## src/rtl/itmh_pkg.sv

```systemverilog
`timescale 1ns / 1ps
// ----------------------------------------------------------------------------
// itmh_pkg
// Shared constants, codes and controller/datapath interface types for the
// indexed timer min-heap.
// ----------------------------------------------------------------------------
package itmh_pkg;

   localparam int HEAP_CAPACITY = 32;
   localparam int ID_SPACE      = 256;
   localparam int EXPIRE_BURST  = 32;
   localparam int BURST_W       = $clog2(EXPIRE_BURST + 1);

   localparam logic [23:0] NEXT_WAIT_MAX = 24'hFFFFFF;

   localparam logic [2:0] OP_ADD    = 3'd0;
   localparam logic [2:0] OP_UPDATE = 3'd1;
   localparam logic [2:0] OP_FIRE   = 3'd2;
   localparam logic [2:0] OP_EXPIRE = 3'd3;
   localparam logic [2:0] OP_CLEAR  = 3'd4;

   typedef enum logic [1:0] {
      KIND_FIRED   = 2'd0,
      KIND_DONE    = 2'd1,
      KIND_UNKNOWN = 2'd2,
      KIND_FULL    = 2'd3
   } kind_type;

   typedef enum logic [1:0] {
      RA_ROOT   = 2'd0,
      RA_PARENT = 2'd1,
      RA_CHILD  = 2'd2,
      RA_S0     = 2'd3
   } rd_a_sel_type;

   typedef enum logic {
      RB_SIBLING = 1'b0,
      RB_TAIL    = 1'b1
   } rd_b_sel_type;

   typedef struct packed {
      logic         in_ready;
      logic         load;
      rd_a_sel_type rd_a_sel;
      rd_b_sel_type rd_b_sel;
      logic         start_known;
      logic         start_insert;
      logic         start_fire;
      logic         start_expire;
      logic         move_parent;
      logic         write_cur;
      logic         load_cur_s0;
      logic         move_child;
      logic         remove;
      logic         clear_all;
      logic         set_kind;
      kind_type     kind;
      logic         set_nw;
      logic         emit_final;
      logic         emit_report;
   } cmd_type;

   typedef struct packed {
      logic       in_valid;
      logic [2:0] op;
      logic       known;
      logic       in_range;
      logic       full;
      logic       hole_zero;
      logic       up_stop;
      logic       dn_leaf;
      logic       dn_stop;
      logic       rm_has_tail;
      logic       exp_more;
      logic       out_free;
   } status_type;

   function automatic logic earlier(input logic [31:0] a, input logic [31:0] b);
      logic [31:0] d;
      d = a - b;
      return d[31];
   endfunction

endpackage

```

## src/rtl/itmh_controller.sv

```systemverilog
`timescale 1ns / 1ps
// ----------------------------------------------------------------------------
// itmh_controller
// Sequencer for lookup, sift-up, sift-down, removal and expire bursts.
// ----------------------------------------------------------------------------
module itmh_controller (
   input  logic                 clock,
   input  logic                 reset,
   input  itmh_pkg::status_type status,
   output itmh_pkg::cmd_type    cmd
);

   typedef enum logic [15:0] {
      S_IDLE     = 16'h0001,
      S_LOOK     = 16'h0002,
      S_DISPATCH = 16'h0004,
      S_UP_RD    = 16'h0008,
      S_UP_CMP   = 16'h0010,
      S_UP_END   = 16'h0020,
      S_DN_LD    = 16'h0040,
      S_DN_LD2   = 16'h0080,
      S_DN_RD    = 16'h0100,
      S_DN_CMP   = 16'h0200,
      S_DN_END   = 16'h0400,
      S_RM_RD    = 16'h0800,
      S_RM_CMP   = 16'h1000,
      S_EXP_RD   = 16'h2000,
      S_EXP_CHK  = 16'h4000,
      S_FINAL    = 16'h8000
   } state_type;

   state_type state_ff, state_in;
   logic      sink_ff, sink_in;
   state_type after_state;

   assign after_state = (status.op == itmh_pkg::OP_EXPIRE) ? S_EXP_RD : S_FINAL;

   always_comb begin
      cmd      = '0;
      state_in = state_ff;
      sink_in  = sink_ff;
      unique case (state_ff)
         S_IDLE: begin
            cmd.in_ready = 1'b1;
            if (status.in_valid) begin
               cmd.load = 1'b1;
               state_in = S_LOOK;
            end
         end
         S_LOOK: state_in = S_DISPATCH;
         S_DISPATCH: begin
            cmd.set_kind = 1'b1;
            cmd.kind     = itmh_pkg::KIND_DONE;
            state_in     = S_FINAL;
            case (status.op) inside
               itmh_pkg::OP_ADD, itmh_pkg::OP_UPDATE: begin
                  if (status.known) begin
                     cmd.start_known = 1'b1;
                     sink_in         = 1'b1;
                     state_in        = S_UP_RD;
                  end else if (status.op == itmh_pkg::OP_UPDATE || !status.in_range) begin
                     cmd.kind = itmh_pkg::KIND_UNKNOWN;
                  end else if (status.full) begin
                     cmd.kind = itmh_pkg::KIND_FULL;
                  end else begin
                     cmd.start_insert = 1'b1;
                     sink_in          = 1'b0;
                     state_in         = S_UP_RD;
                  end
               end
               itmh_pkg::OP_FIRE: begin
                  if (status.known) begin
                     cmd.kind       = itmh_pkg::KIND_FIRED;
                     cmd.start_fire = 1'b1;
                     state_in       = S_RM_RD;
                  end else begin
                     cmd.kind = itmh_pkg::KIND_UNKNOWN;
                  end
               end
               itmh_pkg::OP_EXPIRE: begin
                  cmd.start_expire = 1'b1;
                  state_in         = S_EXP_RD;
               end
               itmh_pkg::OP_CLEAR: cmd.clear_all = 1'b1;
               default: ;
            endcase
         end
         S_UP_RD: begin
            cmd.rd_a_sel = itmh_pkg::RA_PARENT;
            state_in     = status.hole_zero ? S_UP_END : S_UP_CMP;
         end
         S_UP_CMP: begin
            if (status.up_stop) begin
               state_in = S_UP_END;
            end else begin
               cmd.move_parent = 1'b1;
               state_in        = S_UP_RD;
            end
         end
         S_UP_END: begin
            cmd.write_cur = 1'b1;
            state_in      = sink_ff ? S_DN_LD : S_FINAL;
         end
         S_DN_LD: begin
            cmd.rd_a_sel = itmh_pkg::RA_S0;
            state_in     = S_DN_LD2;
         end
         S_DN_LD2: begin
            cmd.load_cur_s0 = 1'b1;
            state_in        = S_DN_RD;
         end
         S_DN_RD: begin
            cmd.rd_a_sel = itmh_pkg::RA_CHILD;
            cmd.rd_b_sel = itmh_pkg::RB_SIBLING;
            state_in     = status.dn_leaf ? S_DN_END : S_DN_CMP;
         end
         S_DN_CMP: begin
            if (status.dn_stop) begin
               state_in = S_DN_END;
            end else begin
               cmd.move_child = 1'b1;
               state_in       = S_DN_RD;
            end
         end
         S_DN_END: begin
            cmd.write_cur = 1'b1;
            state_in      = after_state;
         end
         S_RM_RD: begin
            cmd.rd_a_sel = itmh_pkg::RA_S0;
            cmd.rd_b_sel = itmh_pkg::RB_TAIL;
            state_in     = S_RM_CMP;
         end
         S_RM_CMP: begin
            cmd.remove = 1'b1;
            if (status.rm_has_tail) begin
               sink_in  = 1'b1;
               state_in = S_UP_RD;
            end else begin
               state_in = after_state;
            end
         end
         S_EXP_RD: begin
            cmd.rd_a_sel = itmh_pkg::RA_ROOT;
            state_in     = S_EXP_CHK;
         end
         S_EXP_CHK: begin
            cmd.rd_a_sel = itmh_pkg::RA_ROOT;
            if (status.exp_more) begin
               if (status.out_free) begin
                  cmd.emit_report = 1'b1;
                  state_in        = S_RM_RD;
               end
            end else begin
               cmd.set_nw = 1'b1;
               state_in   = S_FINAL;
            end
         end
         S_FINAL: begin
            if (status.out_free) begin
               cmd.emit_final = 1'b1;
               state_in       = S_IDLE;
            end
         end
         default: state_in = S_IDLE;
      endcase
   end

   always_ff @(posedge clock) begin
      if (reset) begin
         state_ff <= S_IDLE;
         sink_ff  <= 1'b0;
      end else begin
         state_ff <= state_in;
         sink_ff  <= sink_in;
      end
   end

   a_accept_look: assert property (@(posedge clock) disable iff (reset)
      (state_ff == S_IDLE && status.in_valid) |=> state_ff == S_LOOK)
      else $error("accepted item not looked up");
   a_ready_idle: assert property (@(posedge clock) disable iff (reset)
      cmd.in_ready |-> state_ff == S_IDLE)
      else $error("ready outside idle");
   a_final_idle: assert property (@(posedge clock) disable iff (reset)
      cmd.emit_final |=> state_ff == S_IDLE)
      else $error("final result not followed by idle");

endmodule

```

## config.mk

```make
export PLATFORM = sky130hd
export DESIGN_NAME = itmh_controller
export DESIGN_NICKNAME = d
export VERILOG_FILES = /design/src/rtl/itmh_pkg.sv /design/src/rtl/itmh_controller.sv
export SDC_FILE = /design/constraint.sdc
export NUM_CORES = 1
export LEC_CHECK = 0
export ABC_AREA = 1
export BUFFER_PORTS_ARGS = -buffer_cell sky130_fd_sc_hd__clkbuf_2
export CORE_AREA = 2 2 70 72
export CTS_CLUSTER_DIAMETER = 120
export DETAILED_ROUTE_END_ITERATION = 10
export DIE_AREA = 0 0 72 74
export MAX_ROUTING_LAYER = met4
export PLACE_DENSITY_LB_ADDON = 0.1
export SLEW_MARGIN = 20
export SYNTH_ARGS = -nofsm -noshare
export SYNTH_HDL_FRONTEND = slang
export SYNTH_SLANG_ARGS = --single-unit
```

## constraint.sdc

```tcl
create_clock -name clock -period 1.51 [get_ports clock]
set_input_delay 0.0755 -clock clock [delete_from_list [all_inputs] [get_ports clock]]
set_output_delay 0.0755 -clock clock [all_outputs]
set_load 0.03 [all_outputs]
```

==> impl.org <==
** Outcome
- The flow ran to the end, but the final reports show violations.
- The final reports fail on negative hold slack, negative setup slack.

** STA
- Final setup violating endpoints :: 22
- Worst-case setup margin in the final layout :: -0.143 ns
- Setup repair after global routing could not meet its margin everywhere.
- Slew headroom :: 0.700
- Share of the clock period used by the worst path :: 1.09
- F_max :: 605 MHz
- Worst setup skew after layout :: 0.00574 ns
- The number of max-slew violations in the final report came to 0.
- The routed design could run at a clock period as short as 1.65 ns.
- Worst hold slack after final layout :: -0.00779 ns
- At the pin with the least slew margin, the transition time is 0.447 ns.
- Final Hold Fails :: 1

** Placed design
- At the end of routability-driven placement, the weighted congestion stood at 0.743.
- Worst slack at placement :: -0.0928 ns
- HPWL Detailed :: 2860 µm
- Buffers placed on the I/O ports in this run total 36.
- The placed instances occupy a cell area of 1620 µm².

** Cells and area
- Leaving out fill and tap cells, the most frequent cell in the layout is sky130_fd_sc_hd__buf_4.
- At the end of the flow, the number of nets in the layout was 300.
- With fillers left out, the area of the finished cells amounts to 2470 µm².
- In the layout the commonest cells are sky130_fd_sc_hd__buf_4, sky130_fd_sc_hd__nor2_1, sky130_fd_sc_hd__nand2_1, sky130_fd_sc_hd__inv_1, sky130_fd_sc_hd__nor2_4.
- Total of fill cells in the finished design :: 436
- Of the cells placed in the final design, the portion with a size suffix greater than 1 is 0.622.
- In the final layout, flip-flops and latches occupy 360 µm².
- Area growth from synthesis to final layout :: 98.1%
- Multi-input combinational cell area :: 1140 µm²
- Diodes inserted :: 0

** Setup path
- On the worst path, the slowest cell contributes a delay of 0.34 ns.
- By instance count, the cell type seen most on the critical path is sky130_fd_sc_hd__nor2_4.
- Critical path arrival :: 1.58 ns
- The critical path contains buffers and inverters numbering 2 combined.
- Critical path data required time :: 1.43 ns
- The worst setup path is of the reg -> out kind.
- The critical path runs through a total of 7 cells.
- Cell depth of the worst flop-to-flop path :: 10
- On the critical path, the stage with the largest delay is an instance of sky130_fd_sc_hd__dfxtp_2.
- Sequence of cells on the critical path :: nor2_4 > nand2_4 > nor2_4 > buf_6 > nand2_8 > nor3_4 > clkbuf_8
- STA classifies the critical path endpoint as a primary output.
- CP Max Fanout :: 6
- STA classifies the critical path startpoint as a register.
- CP delay by family, top :: simple AND/OR/NAND/NOR gates

** Clock tree
- H-tree Lvls :: 1
- Clock buffers created by TritonCTS :: 3
- Maximum buffer depth of the clock tree :: 2
- Clock transition at the register clock pins on the worst setup and hold paths after CTS :: 0.07 ns
- Clock root buffer master :: sky130_fd_sc_hd__clkbuf_8
- TritonCTS built the clock tree.
- Number of clock sinks :: 17
- Hold buffers post-CTS :: 0
- Worst-Skew Late Latency :: 0.25 ns

** Die
- The floorplan step set the die height to 74 µm.
- Starting Density :: 0.272
- After floorplanning, the core was sized to cover 4600 µm².
- The die is 72 µm wide.
- Num ports :: 37
- The floorplan has 25 rows.
- The die covers 5330 µm².

** Yosys
- Counting flops and latches in the post-synthesis netlist gives 17.
- Yosys printed 0 warnings.
- Synthesis produced a netlist whose cell count is 201.
- Area of the mapped netlist :: 1250 µm²
- Count of different cell masters after synthesis :: 29
- The number of nets handed over by synthesis was 217.
- Register area share after synthesis :: 0.273
- Dividing the synthesized area by the synthesized cell count gives 6.21 µm².

** Global route
- Number of global-route vias before repair :: 1458
- Maximum number of pins on one net before global-route repair :: 17
- Number of antenna violations at the first check in global routing :: 0
- All-Layer GR Usage :: 0.158
- Remaining Overflow, GRT :: 0
- Wire length of the first global-routing pass :: 6390 µm

** Min path
- Hold Crit Class :: in -> reg
- The worst hold path passes through 2 cells.

** Flow run
- The tool flagged a number of max-cap violations equal to 0.

** Drt
- Remaining design rule violation count :: 0
- In this run, the number of DRC markers left after iteration 0 of detailed routing was 78.
- The detailed router placed 1566 vias in this run.
- Drt wl/cell :: 12.1 µm
- First-pass detailed-route iteration total :: 4
- The count of nets left with antenna violations once routing finished came out at 0.
- Via density per instance :: 4.65
- The routed design has 4060 µm of wire.

** Pwr
- PwrDens :: 455 nW/µm²
- The design draws 1.13 mW.
- Across the VDD grid, the largest voltage drop is 0.264 mV.
- Cell leakage power :: 1.11 nW
## repair_timing
item | in CTS | in global routing
endpoints found under the hold margin | 0 | 0
pin swaps | 25 | 19
setup endpoints to repair | 25 | 28
resized for setup | 100 | 66
setup buffers | 19 | 8
## worst register-to-register path, cell delays in order, from the launching register on
cell                      delay [ns]
sky130_fd_sc_hd__dfxtp_2        0.34
sky130_fd_sc_hd__nor2_4         0.14
sky130_fd_sc_hd__nand2_4        0.09
sky130_fd_sc_hd__nor2_4         0.22
sky130_fd_sc_hd__buf_6          0.16
sky130_fd_sc_hd__buf_6          0.12
sky130_fd_sc_hd__nand3_4        0.08
sky130_fd_sc_hd__nand2_4        0.10
sky130_fd_sc_hd__nor2_4         0.05
sky130_fd_sc_hd__nand3_2        0.08
sky130_fd_sc_hd__nand3_2        0.07
## metal layers
metal	track usage	vias to the layer above	routed length (µm)
li1	-	807	-
met1	0.186	717	1710
met2	0.284	40	2160
met3	0.0136	2	162
met4	0.0503	0	34
met5	-	-	0
## synth_stat cells
cell type	instances	share of area
sky130_fd_sc_hd__a211oi_1	1	0.0060
sky130_fd_sc_hd__a21oi_1	6	0.024
sky130_fd_sc_hd__a311oi_1	1	0.0070
sky130_fd_sc_hd__a31oi_1	1	0.0050
sky130_fd_sc_hd__buf_1	1	0.0030
sky130_fd_sc_hd__buf_6	2	0.018
sky130_fd_sc_hd__clkbuf_1	1	0.0030
sky130_fd_sc_hd__clkinv_2	1	0.0040
sky130_fd_sc_hd__dfxtp_1	17	0.27
sky130_fd_sc_hd__inv_1	23	0.069
sky130_fd_sc_hd__inv_2	5	0.015
sky130_fd_sc_hd__nand2_1	38	0.11
sky130_fd_sc_hd__nand2_2	5	0.025
sky130_fd_sc_hd__nand2_4	3	0.027
sky130_fd_sc_hd__nand3_1	22	0.088
sky130_fd_sc_hd__nand3b_1	1	0.0060
sky130_fd_sc_hd__nor2_1	39	0.12
sky130_fd_sc_hd__nor2_2	10	0.050
sky130_fd_sc_hd__nor2_4	2	0.018
sky130_fd_sc_hd__nor2_8	1	0.016
sky130_fd_sc_hd__nor3_1	6	0.024
sky130_fd_sc_hd__nor3_2	1	0.0080
sky130_fd_sc_hd__nor3_4	1	0.013
sky130_fd_sc_hd__nor4_1	3	0.015
sky130_fd_sc_hd__nor4_2	1	0.010
sky130_fd_sc_hd__o21a_1	1	0.0060
sky130_fd_sc_hd__o21ai_0	5	0.020
sky130_fd_sc_hd__o21ai_1	2	0.0080
sky130_fd_sc_hd__o21ai_2	1	0.0070
## cells by family after synthesis
family,Yosys count,synth area share
and+or+nand+nor,133,0.532
AOI/OAI and AO/OA,18,0.0832
DFF,17,0.273
buffers and inverters,33,0.112
## area by class of cell
type / instances / area share
repair buffers: 82 / 0.300
well taps: 54 / 0.0273
multi-input cells: 151 / 0.461
clock buffers: 4 / 0.0182
inverters: 29 / 0.0481
flip-flops and latches: 17 / 0.146
## state kept, by name, summed over array words and instances, names as in the netlist
signal and cells:
state_ff 16, sink_ff 1
## report_power, final
part / total, mW / switching [mW] / internal, mW
clock network: 0.350 / 0.163 / 0.187
logic: 0.316 / 0.186 / 0.130
registers: 0.461 / 0.00702 / 0.454
## stage by stage
step,util,cells,setup TNS [ns]
after detailed placement,0.353,306,-0.158
after CTS,0.481,329,-1.43
after global placement,0.353,306,-0.0509
final,0.538,337,-1.55
after global routing,0.538,337,-3.69
after floorplan,-,201,-1.13
## final timing paths
kind                                 start                       end  slack [ns]
setup / recovery  state_ff[4]$_SDFFE_PP0P_                    cmd[0]       -0.14
hold reg to reg       sink_ff$_SDFFE_PP0P_      sink_ff$_SDFFE_PP0P_        0.47
hold / removal                   status[6]  state_ff[4]$_SDFFE_PP0P_      -0.008
setup reg to reg  state_ff[4]$_SDFFE_PP0P_  state_ff[0]$_SDFFE_PP1P_       -0.04
Note: power is estimated with default switching activity, not from simulation.
